$ cat config.mk
export PLATFORM = sky130hd
export DESIGN_NAME = color_key_sprite_blitter
export DESIGN_NICKNAME = d
export VERILOG_FILES = /design/src/ckb_pkg.sv /design/src/color_key_sprite_blitter.sv
export SDC_FILE = /design/constraint.sdc
export NUM_CORES = 1
export LEC_CHECK = 0
export BUFFER_PORTS_ARGS = -buffer_cell sky130_fd_sc_hd__buf_2
export CAP_MARGIN = 20
export CELL_PAD_IN_SITES_DETAIL_PLACEMENT = 1
export CELL_PAD_IN_SITES_GLOBAL_PLACEMENT = 2
export CORE_MARGIN = 1
export CORE_UTILIZATION = 29
export DETAILED_ROUTE_END_ITERATION = 16
export HOLD_SLACK_MARGIN = 0.05
export PLACE_DENSITY_LB_ADDON = 0.1
export SKIP_LAST_GASP = 1
export SLEW_MARGIN = 15
export SYNTH_ARGS = -nofsm -noshare
export SYNTH_HDL_FRONTEND = slang
export SYNTH_SLANG_ARGS = --single-unit
$ cat constraint.sdc
create_clock -name aclk -period 5.85 [get_ports aclk]
set_clock_uncertainty 0.1 [all_clocks]
set_input_delay 1.17 -clock aclk [delete_from_list [all_inputs] [get_ports aclk]]
set_output_delay 1.17 -clock aclk [all_outputs]
set_load 0.02 [all_outputs]
$ cat src/ckb_pkg.sv
`timescale 1ns / 1ps

package ckb_pkg;

    localparam int LINE_PITCH    = 640;
    localparam int COORD_BITS    = 10;
    localparam int ADDR_BITS     = 20;
    localparam int PIXEL_BITS    = 8;
    localparam int MODE_BITS     = 2;
    localparam int SCREEN_W_BITS = $clog2(LINE_PITCH + 1);
    localparam int PROD_BITS     = COORD_BITS + SCREEN_W_BITS + 1;
    localparam int CFG_DATA_BITS = (COORD_BITS > PIXEL_BITS) ? COORD_BITS : PIXEL_BITS;
    localparam int CFG_INDEX_BITS = 4;
    localparam int OUT_DATA_BITS = ((ADDR_BITS + PIXEL_BITS + 7) / 8) * 8;

    typedef enum logic [CFG_INDEX_BITS-1:0] {
        REG_DEST_X      = 4'd0,
        REG_DEST_Y      = 4'd1,
        REG_RECT_WIDTH  = 4'd2,
        REG_RECT_HEIGHT = 4'd3,
        REG_SOURCE_SKIP = 4'd4,
        REG_DEST_SKIP   = 4'd5,
        REG_DRAW_MODE   = 4'd6,
        REG_FILL_COLOUR = 4'd7
    } reg_index_t;

    localparam logic [MODE_BITS-1:0] MODE_KEY_FILL   = 2'd0;
    localparam logic [MODE_BITS-1:0] MODE_KEY_SOURCE = 2'd1;

    // Frame buffer offset of the top-left pixel, wrapped to the address width.
    function automatic logic [ADDR_BITS-1:0] start_address(
        input logic [COORD_BITS-1:0] x,
        input logic [COORD_BITS-1:0] y
    );
        logic [PROD_BITS-1:0] sum;
        sum = PROD_BITS'(y) * PROD_BITS'(LINE_PITCH) + PROD_BITS'(x);
        return sum[ADDR_BITS-1:0];
    endfunction

endpackage

$ cat src/color_key_sprite_blitter.sv
`timescale 1ns / 1ps

// Each write item is registered: it reaches the master side in the cycle after its source.
// Throughput: one source item per cycle while the master side is not stalled; the counter
// and pointer update is a single add-and-compare step ahead of the output register, and the
// start address multiply sits only in the configuration write path.
// Reset (aresetn low, synchronous) clears the configuration, the counters and the output
// valid flag, and starts an empty run; the output data registers are left as they are.
module color_key_sprite_blitter
    import ckb_pkg::*;
(
    input  logic                      aclk,
    input  logic                      aresetn,
    input  logic                      cfg_we,
    input  logic [CFG_INDEX_BITS-1:0] cfg_index,
    input  logic [CFG_DATA_BITS-1:0]  cfg_wdata,
    input  logic                      s_tvalid,
    output logic                      s_tready,
    input  logic [PIXEL_BITS-1:0]     s_tdata,   // [7:0] source_pixel
    output logic                      m_tvalid,
    input  logic                      m_tready,
    output logic [OUT_DATA_BITS-1:0]  m_tdata,   // [19:0] write_address, [27:20] write_value
    output logic                      m_tuser,   // [0] write_enable
    output logic                      m_tlast    // last_pixel
);

    logic [COORD_BITS-1:0] dest_x_reg, dest_x_next;
    logic [COORD_BITS-1:0] dest_y_reg, dest_y_next;
    logic [COORD_BITS-1:0] rect_width_reg, rect_width_next;
    logic [COORD_BITS-1:0] rect_height_reg, rect_height_next;
    logic [COORD_BITS-1:0] source_skip_reg, source_skip_next;
    logic [COORD_BITS-1:0] dest_skip_reg, dest_skip_next;
    logic [MODE_BITS-1:0]  draw_mode_reg, draw_mode_next;
    logic [PIXEL_BITS-1:0] fill_colour_reg, fill_colour_next;
    logic [ADDR_BITS-1:0]  start_addr_reg, start_addr_next;

    logic [COORD_BITS-1:0] column_count_reg, column_count_next;
    logic [COORD_BITS-1:0] row_count_reg, row_count_next;
    logic [COORD_BITS-1:0] skip_count_reg, skip_count_next;
    logic [ADDR_BITS-1:0]  dest_pointer_reg, dest_pointer_next;
    logic                  in_skip_reg, in_skip_next;

    logic                  m_valid_reg, m_valid_next;
    logic [ADDR_BITS-1:0]  addr_reg, addr_next;
    logic [PIXEL_BITS-1:0] value_reg, value_next;
    logic                  enable_reg, enable_next;
    logic                  last_reg, last_next;

    logic                  accept;
    logic                  cfg_hit;
    logic [COORD_BITS-1:0] col_inc, row_inc, skip_inc;
    logic [ADDR_BITS-1:0]  ptr_inc;
    logic [PIXEL_BITS-1:0] pix;

    assign s_tready = !m_valid_reg || m_tready;
    assign accept   = s_tvalid && s_tready;
    assign pix      = s_tdata;

    assign col_inc  = column_count_reg + COORD_BITS'(1);
    assign row_inc  = row_count_reg + COORD_BITS'(1);
    assign skip_inc = skip_count_reg + COORD_BITS'(1);
    assign ptr_inc  = dest_pointer_reg + ADDR_BITS'(1);

    always_comb begin
        dest_x_next      = dest_x_reg;
        dest_y_next      = dest_y_reg;
        rect_width_next  = rect_width_reg;
        rect_height_next = rect_height_reg;
        source_skip_next = source_skip_reg;
        dest_skip_next   = dest_skip_reg;
        draw_mode_next   = draw_mode_reg;
        fill_colour_next = fill_colour_reg;
        cfg_hit          = 1'b0;
        if (cfg_we) begin
            cfg_hit = 1'b1;
            case (cfg_index)
                REG_DEST_X:      dest_x_next      = cfg_wdata[COORD_BITS-1:0];
                REG_DEST_Y:      dest_y_next      = cfg_wdata[COORD_BITS-1:0];
                REG_RECT_WIDTH:  rect_width_next  = cfg_wdata[COORD_BITS-1:0];
                REG_RECT_HEIGHT: rect_height_next = cfg_wdata[COORD_BITS-1:0];
                REG_SOURCE_SKIP: source_skip_next = cfg_wdata[COORD_BITS-1:0];
                REG_DEST_SKIP:   dest_skip_next   = cfg_wdata[COORD_BITS-1:0];
                REG_DRAW_MODE:   draw_mode_next   = cfg_wdata[MODE_BITS-1:0];
                REG_FILL_COLOUR: fill_colour_next = cfg_wdata[PIXEL_BITS-1:0];
                default:         cfg_hit          = 1'b0;
            endcase
        end
        start_addr_next = start_address(dest_x_next, dest_y_next);
    end

    always_comb begin
        column_count_next = column_count_reg;
        row_count_next    = row_count_reg;
        skip_count_next   = skip_count_reg;
        dest_pointer_next = dest_pointer_reg;
        in_skip_next      = in_skip_reg;
        m_valid_next      = m_valid_reg && !m_tready;
        addr_next         = addr_reg;
        value_next        = value_reg;
        enable_next       = enable_reg;
        last_next         = last_reg;

        if (cfg_hit) begin
            // Any write to a known register aborts the run and reloads the start address.
            column_count_next = '0;
            row_count_next    = '0;
            skip_count_next   = '0;
            in_skip_next      = 1'b0;
            dest_pointer_next = start_addr_next;
        end else if (accept && rect_width_reg != '0 && rect_height_reg != '0) begin
            if (in_skip_reg) begin
                if (skip_inc >= source_skip_reg) begin
                    in_skip_next    = 1'b0;
                    skip_count_next = '0;
                end else begin
                    skip_count_next = skip_inc;
                end
            end else begin
                m_valid_next = 1'b1;
                addr_next    = dest_pointer_reg;
                last_next    = 1'b0;
                if (draw_mode_reg != MODE_KEY_FILL && draw_mode_reg != MODE_KEY_SOURCE) begin
                    enable_next = 1'b1;
                    value_next  = pix;
                end else if (pix == '0) begin
                    enable_next = 1'b0;
                    value_next  = '0;
                end else begin
                    enable_next = 1'b1;
                    value_next  = (draw_mode_reg == MODE_KEY_SOURCE) ? pix : fill_colour_reg;
                end

                dest_pointer_next = ptr_inc;
                column_count_next = col_inc;
                if (col_inc >= rect_width_reg) begin
                    column_count_next = '0;
                    dest_pointer_next = ptr_inc + ADDR_BITS'(dest_skip_reg);
                    row_count_next    = row_inc;
                    if (row_inc >= rect_height_reg) begin
                        // Final pixel: the next run starts at once with the same setup.
                        last_next         = 1'b1;
                        row_count_next    = '0;
                        skip_count_next   = '0;
                        in_skip_next      = 1'b0;
                        dest_pointer_next = start_addr_reg;
                    end else if (source_skip_reg != '0) begin
                        in_skip_next    = 1'b1;
                        skip_count_next = '0;
                    end
                end
            end
        end
    end

    always_ff @(posedge aclk) begin
        if (!aresetn) begin
            dest_x_reg       <= '0;
            dest_y_reg       <= '0;
            rect_width_reg   <= '0;
            rect_height_reg  <= '0;
            source_skip_reg  <= '0;
            dest_skip_reg    <= '0;
            draw_mode_reg    <= '0;
            fill_colour_reg  <= '0;
            start_addr_reg   <= '0;
            column_count_reg <= '0;
            row_count_reg    <= '0;
            skip_count_reg   <= '0;
            dest_pointer_reg <= '0;
            in_skip_reg      <= 1'b0;
            m_valid_reg      <= 1'b0;
        end else begin
            dest_x_reg       <= dest_x_next;
            dest_y_reg       <= dest_y_next;
            rect_width_reg   <= rect_width_next;
            rect_height_reg  <= rect_height_next;
            source_skip_reg  <= source_skip_next;
            dest_skip_reg    <= dest_skip_next;
            draw_mode_reg    <= draw_mode_next;
            fill_colour_reg  <= fill_colour_next;
            start_addr_reg   <= start_addr_next;
            column_count_reg <= column_count_next;
            row_count_reg    <= row_count_next;
            skip_count_reg   <= skip_count_next;
            dest_pointer_reg <= dest_pointer_next;
            in_skip_reg      <= in_skip_next;
            m_valid_reg      <= m_valid_next;
        end
    end

    always_ff @(posedge aclk) begin
        addr_reg   <= addr_next;
        value_reg  <= value_next;
        enable_reg <= enable_next;
        last_reg   <= last_next;
    end

    assign m_tvalid = m_valid_reg;
    assign m_tdata  = OUT_DATA_BITS'({value_reg, addr_reg});
    assign m_tuser  = enable_reg;
    assign m_tlast  = last_reg;

endmodule

==> Word-level counts from Yosys, hierarchy flattened <==
Cells that the tools add are included.
Widths: inputs -> output; s select.
{ "word_totals": {"out_inout_bits": 36, "wordCells": 103, "reg_bits": 172} }
{ "classes": {"mul": 1, "addsub": 6, "bitwise_logic": 3, "n_lt_le_gt_ge": 3, "n_eq_ne": 10, "mux": 31, "n_reduce_logical": 30} }
{ "ops": {"columns": ["op", "n"], "rows": [
  ["$mux 10", 11],
  ["$mux 20", 5],
  ["$add 20x10->20", 2],
  ["$add 10x1->10 const B", 3],
  ["$ge 10x10->1", 3],
  ["$reduce_bool 10->1", 3],
  ["$mux 8", 3],
  ["$add 20x1->20 const B", 1],
  ["$eq 4x3->1 const B", 4],
  ["$reduce_and 2->1", 8],
  ["$mul 10x3->13 const B", 1],
  ["$mux 1", 12],
  ["$reduce_and 3->1", 3],
  ["$eq 4x2->1 const B", 2],
  ["$logic_not 8->1", 1],
  ["$reduce_or 8->1", 1],
  ["$reduce_bool 2->1", 3],
  ["$logic_and 1x1->1", 5],
  ["$eq 4x1->1 const B", 1],
  ["$logic_not 4->1", 1],
  ["$ne 2x1->1 const B", 2],
  ["$not 1->1", 3],
  ["$reduce_bool 3->1", 1],
  ["$eq 2x1->1 const B", 1],
  ["3 further kinds", 4]
]} }

==> Longest topological paths before layout <==
{ "logic_depth": {"ltp_word": 7, "mapped_depth": 18, "mapped_depth_nobuf": 17} }

==> Worst setup path before layout <==
Ideal clock, no wire load.
{ "synth_timing": {"path_type": "input -> register", "startpoint": "input port cfg_index[1]", "endpoint": "register dest_pointer_reg[16]", "setup_slack_ps": 995, "arrival_time_ps": 4633, "path_stages": 15, "setup_time_ps": 122, "path_buffers": 3, "path_cell_list": "clkbuf_1 -> nand3b_1 -> clkbuf_1 -> mux2i_1 -> inv_1 -> ha_1 -> ha_1 -> clkbuf_1 -> or3b_2 -> o211ai_1 -> a311oi_1 -> nor4b_2 -> xnor2_1 -> nor2_1 -> a221o_1"} }
{ "synth_between": {"elab_chain_len": 6, "elab_cells_between_ends": 21} }
{ "synth_rtl": {"columns": ["element", "line", "rtl"], "rows": [
  ["start: declaration", "color_key_sprite_blitter.sv:15", "input logic [CFG_INDEX_BITS-1:0] cfg_index,"],
  ["$eq 4x1->1", "color_key_sprite_blitter.sv:76", "case (cfg_index)"],
  ["$mux 10", "color_key_sprite_blitter.sv:76", null],
  ["$mux 10", "color_key_sprite_blitter.sv:74", "if (cfg_we) begin"],
  ["named net dest_y_next[6]", "color_key_sprite_blitter.sv:28", "logic [COORD_BITS-1:0] dest_y_reg, dest_y_next;"],
  ["$mul 10x3->13", "ckb_pkg.sv:36", "sum = PROD_BITS'(y) * PROD_BITS'(LINE_PITCH) + PROD_BITS'(x);"],
  ["$add 20x10->20", "ckb_pkg.sv:36", null],
  ["$mux 20", "color_key_sprite_blitter.sv:103", "if (cfg_hit) begin"],
  ["end signal: assignment", "color_key_sprite_blitter.sv:185", "dest_pointer_reg <= dest_pointer_next;"],
  ["end: declaration", "color_key_sprite_blitter.sv:40", "logic [ADDR_BITS-1:0] dest_pointer_reg, dest_pointer_next;"]
]} }
The timed path passes the listed nets, and every way through them passes these cells.
A chain may end at the register's enable or synchronous reset.

==> Worst setup path after layout <==
{ "layout_timing": {"startpoint": "input port cfg_index[3]", "endpoint": "register dest_pointer_reg[18]"} }
Same word-level chain as after synthesis.

==> results by stage <==
CTS:
- The maximum number of buffers from clock root to sink is 2.
- After clock tree synthesis, the repair step resized 0 gates.
- The number of setup buffers added after CTS is 0.
- The number of clock sinks is 165.
- The latest clock arrival within the worst-skew pair is 0.45 ns.
- The number of clock buffers added by TritonCTS is 17.
- The number of hold buffers added after cts is 0.
- Clock-pin slew was measured on the worst setup and hold paths at 0.06 ns.
- The TritonCTS clock tree is done.
- CTS placed an instance of sky130_fd_sc_hd__clkbuf_16 at the clock tree root.
- CTS built an H-tree with a depth of 4.

Die:
- The die covers 0.0333 mm^2.
- The core region area is 0.0318 mm^2.
- The initialized floorplan defines 65 standard-cell rows.
- The die is 183 um tall.
- The x dimension of the die is 183 um.
- The initial cell density of the core is 29.7%.
- In this run the count of I/O pins placed on the die edge is 63.

Setup path:
- The number of cells on the worst reg-to-reg path is 13.
- The worst register-to-register path begins at dest_pointer_reg[0]$_SDFFE_PN0P_.
- The endpoint identified for the worst register-to-register timing path is dest_pointer_reg[17]$_SDFFE_PN0P_.
- STA classifies the critical path endpoint as a register.
- The critical path goes through buf_2 > nand2b_1 > nor2_1 > nand3b_1 > buf_4 > mux2i_1 > inv_1 > ha_1 > ha_1 > inv_1 > fa_1 > nor2b_1 > o22ai_1 > xnor2_1 > nor4b_2 > o211ai_1 > xnor2_1 > a32oi_1 > nand2_1.
- The critical path is of the primary input to register type.
- The maximum fanout along the worst path is 11.
- Across all register-to-register paths, the minimum setup slack is 1.64 ns.
- The worst endpoint required time is 6.09 ns.
- The cell with the largest stage delay on the worst path is sky130_fd_sc_hd__fa_1.
- The highest cell delay on the worst timing path is 0.39 ns.
- STA classifies the critical path startpoint as a primary input.
- Data arrives at the worst endpoint at 4.82 ns.

Synth:
- Summed over its instances, the top area cell type makes up 28.6% of the synthesized netlist area.
- Yosys mapped the design onto 72 distinct sky130hd cell types.
- The number of enable flip-flop cells after synthesis is 30.
- The number of warnings issued by yosys is 0.
- The cell count after synthesis came out at 1,081.
- A synthesized cell averages 8.74 um^2.
- By area the synthesized netlist is led by sky130_fd_sc_hd__dfxtp_1 (29%), sky130_fd_sc_hd__edfxtp_1 (9.5%), sky130_fd_sc_hd__ha_1 (8.2%).
- The netlist area before placement is 0.00945 mm^2.
- Among all flip-flop cells after synthesis, the most frequent one is sky130_fd_sc_hd__dfxtp_1.
- The register bit total from synthesis is 165.
- The register area share after synthesis is 38.1%.
- The fraction of registers with async set/reset is 0%.
- The synthesized design spends more area on one cell type than any other, namely sky130_fd_sc_hd__dfxtp_1.

Timing:
- The final critical path takes up 78.4% of the cycle.
- The slew of the pin with the lowest slew margin is 1.06 ns.
- Setup repair after global routing left no endpoint under its margin.
- Setup violations remaining at the end of the flow were counted as 0.
- The final number of hold-violating endpoints came to 0.
- Timing would allow up to 218 MHz.
- The final number of max-transition violations is 0.
- Summed over all failing endpoints, the final setup total negative slack is 0 ns.
- The relative slew slack is 29.0%.
- For the finished layout, the period the worst path requires is 4.59 ns.

Power and ir drop:
- For this design the ratio of total power to cell area is 242 mW/mm^2.
- The power consumption is 0.00263 W.
- The standby leakage power is 4.38 nW.
- The worst vdd rail ir drop is 0.228 mV.

Hold path:
- In this run the most critical hold path is launched from rect_height_reg[8]$_SDFFE_PN0P_.
- The end of the worst hold path is rect_height_reg[8]$_SDFFE_PN0P_.
- The path category of the worst min-delay check is register to register.
- The hold path depth is 2.

Final layout:
- Fill cells in the final layout number 3,687.
- The final layout contains 1,217 nets.
- The number of antenna cells inserted is 0.
- Across the whole layout, storage elements account for 0.00360 mm^2.
- Summing all multi-input logic gate instances after layout gives 0.00548 mm^2.
- From synthesis to final layout, the design area changed by 14.9%.
- Leaving out fill and tap cells, the most frequent cell in the layout is sky130_fd_sc_hd__dfxtp_1.
- Leaving out fill and tap cells, the most frequent cells in the layout are sky130_fd_sc_hd__dfxtp_1 (135), sky130_fd_sc_hd__nor2_1 (120), sky130_fd_sc_hd__nand2_1 (108).
- The post-route netlist has 12.6% of its cells at a drive strength greater than 1.

Place:
- In this run the tool buffered the top-level ports with 58 buffer cells.
- Routability-driven placement finished with a final weighted congestion of 0.747.
- The placed wire-length estimate is 21,300 um.

Job:
- The tool flagged a number of max-cap violations equal to 0.

Routing:
- Using the TritonRoute via totals, the vias-per-cell ratio works out to 5.01.
- Summing over every cut layer, the via total after detailed routing is 7,874.
- In the routed design, unresolved DRC markers number 0.
- The total routed wirelength is 29,700 um.
- In this run the remaining antenna-violating nets after routing total 0.
- The first detailed-routing pass took 4 iterations.
- The post-detailed-route wirelength per cell is 18.9 um.
- For this block, the initial DRC count from the detailed router was 303.

Status:
- The run finished with clean final reports.

Global route:
- The initial antenna violation count came to 0.
- The via count of the first global-routing pass is 8,118.
- The maximum number of pins on one net before global-route repair is 52.
- The global-route wire length before repair is 47,200 um.
- The total congestion overflow is 0.
- The global router's overall resource usage is 18.6%.
## per-layer routing
| layer | vias up | GRT usage [%] | wire length (um) |
|---|---|---|---|
| met2 | 87 | 29.8 | 13400 |
| met5 | - | 0 | 0 |
| met3 | 21 | 3.45 | 893 |
| met4 | 0 | 4.54 | 349 |
| met1 | 3838 | 25.7 | 15100 |
| li1 | 3928 | - | - |
## through the flow
step / hold WS (ns) / setup WS (ns) / std cells / instance area (um^2) / utilization, %
after CTS: 0.359 / 1.15 / 1572 / 10800 / 34.1
final: 0.359 / 1.26 / 1573 / 10900 / 34.1
after global routing: 0.372 / 0.832 / 1573 / 10900 / 34.1
after detailed placement: 0.351 / 0.815 / 1540 / 10200 / 32.1
after floorplan: 0.303 / 0.995 / 1084 / 9460 / -
after global placement: 0.347 / 0.855 / 1540 / 10200 / 32.1
## power by group
part / internal [W] / leakage (nW) / switching, W
Combinational: 0.0000660 / 2.72 / 0.000147
Sequential: 0.00117 / 1.36 / 0.0000162
Clock: 0.000740 / 0.310 / 0.000489
## cell type report
class                   instances  share of cell area (%)
clock buffers                  27                    5.13
repair buffers                 74                    3.83
multi-input cells             821                    50.5
flip-flops and latches        165                    33.2
inverters                      46                    1.59
well taps                     435                    5.01
clock inverters                 5                   0.726
## cells in the mapped netlist (4+ instances only)
cell type	number
sky130_fd_sc_hd__o2111ai_1	4
sky130_fd_sc_hd__edfxtp_1	30
sky130_fd_sc_hd__nand3_1	38
sky130_fd_sc_hd__a211oi_1	13
sky130_fd_sc_hd__a21o_1	13
sky130_fd_sc_hd__buf_1	5
sky130_fd_sc_hd__nor4_1	12
sky130_fd_sc_hd__nand2_1	108
sky130_fd_sc_hd__mux2_2	11
sky130_fd_sc_hd__and2_1	14
sky130_fd_sc_hd__mux2i_1	51
sky130_fd_sc_hd__xnor2_1	30
sky130_fd_sc_hd__nor2b_1	4
sky130_fd_sc_hd__a22oi_1	9
sky130_fd_sc_hd__a31oi_1	8
sky130_fd_sc_hd__buf_2	6
sky130_fd_sc_hd__dfxtp_1	135
sky130_fd_sc_hd__and3_1	16
sky130_fd_sc_hd__nor2_1	122
sky130_fd_sc_hd__o211ai_1	14
sky130_fd_sc_hd__a21oi_1	74
sky130_fd_sc_hd__nand3b_1	19
sky130_fd_sc_hd__nand2b_1	8
sky130_fd_sc_hd__nand4_1	10
sky130_fd_sc_hd__a221oi_1	5
sky130_fd_sc_hd__nor3_1	16
sky130_fd_sc_hd__o21ai_0	45
sky130_fd_sc_hd__ha_1	62
sky130_fd_sc_hd__nor3b_1	4
sky130_fd_sc_hd__clkbuf_1	36
sky130_fd_sc_hd__or2_2	8
sky130_fd_sc_hd__or3_1	4
sky130_fd_sc_hd__xor2_1	35
sky130_fd_sc_hd__inv_1	46
sky130_fd_sc_hd__buf_4	4
## worst max-delay path, delay by kind of cell
| kind | cells | cell delay [ns] |
|---|---|---|
| compound gates | 3 | 0.50 |
| fa+ha+maj | 3 | 0.85 |
| xor+xnor | 2 | 0.43 |
| mux | 1 | 0.31 |
| buf+inv | 4 | 0.49 |
| simple gates | 6 | 1.06 |
## worst max path at each step
stage                                          start  slack (ns)  depth (start not counted)                                end
floorplan                               cfg_index[1]        0.99                         15  dest_pointer_reg[16]$_SDFFE_PN0P_
global placement                        cfg_index[3]        0.85                         19  dest_pointer_reg[18]$_SDFFE_PN0P_
detailed placement                      cfg_index[3]        0.82                         19  dest_pointer_reg[18]$_SDFFE_PN0P_
CTS                 dest_pointer_reg[0]$_SDFFE_PN0P_        1.15                         14  dest_pointer_reg[13]$_SDFFE_PN0P_
global route                            cfg_index[3]        0.83                         19  dest_pointer_reg[18]$_SDFFE_PN0P_
finish                                  cfg_index[3]        1.26                         19  dest_pointer_reg[18]$_SDFFE_PN0P_
## cell families after synthesis
| kind of cell | share of synthesized area, % |
|---|---|
| flops | 38.1 |
| xor+xnor | 6.02 |
| other cells | 0.0397 |
| compound gates | 14.8 |
| buf+inv | 4.21 |
| fa+ha+maj | 8.85 |
| simple gates | 21.3 |
| mux | 6.71 |
Note: power is estimated with default switching activity, not from simulation.
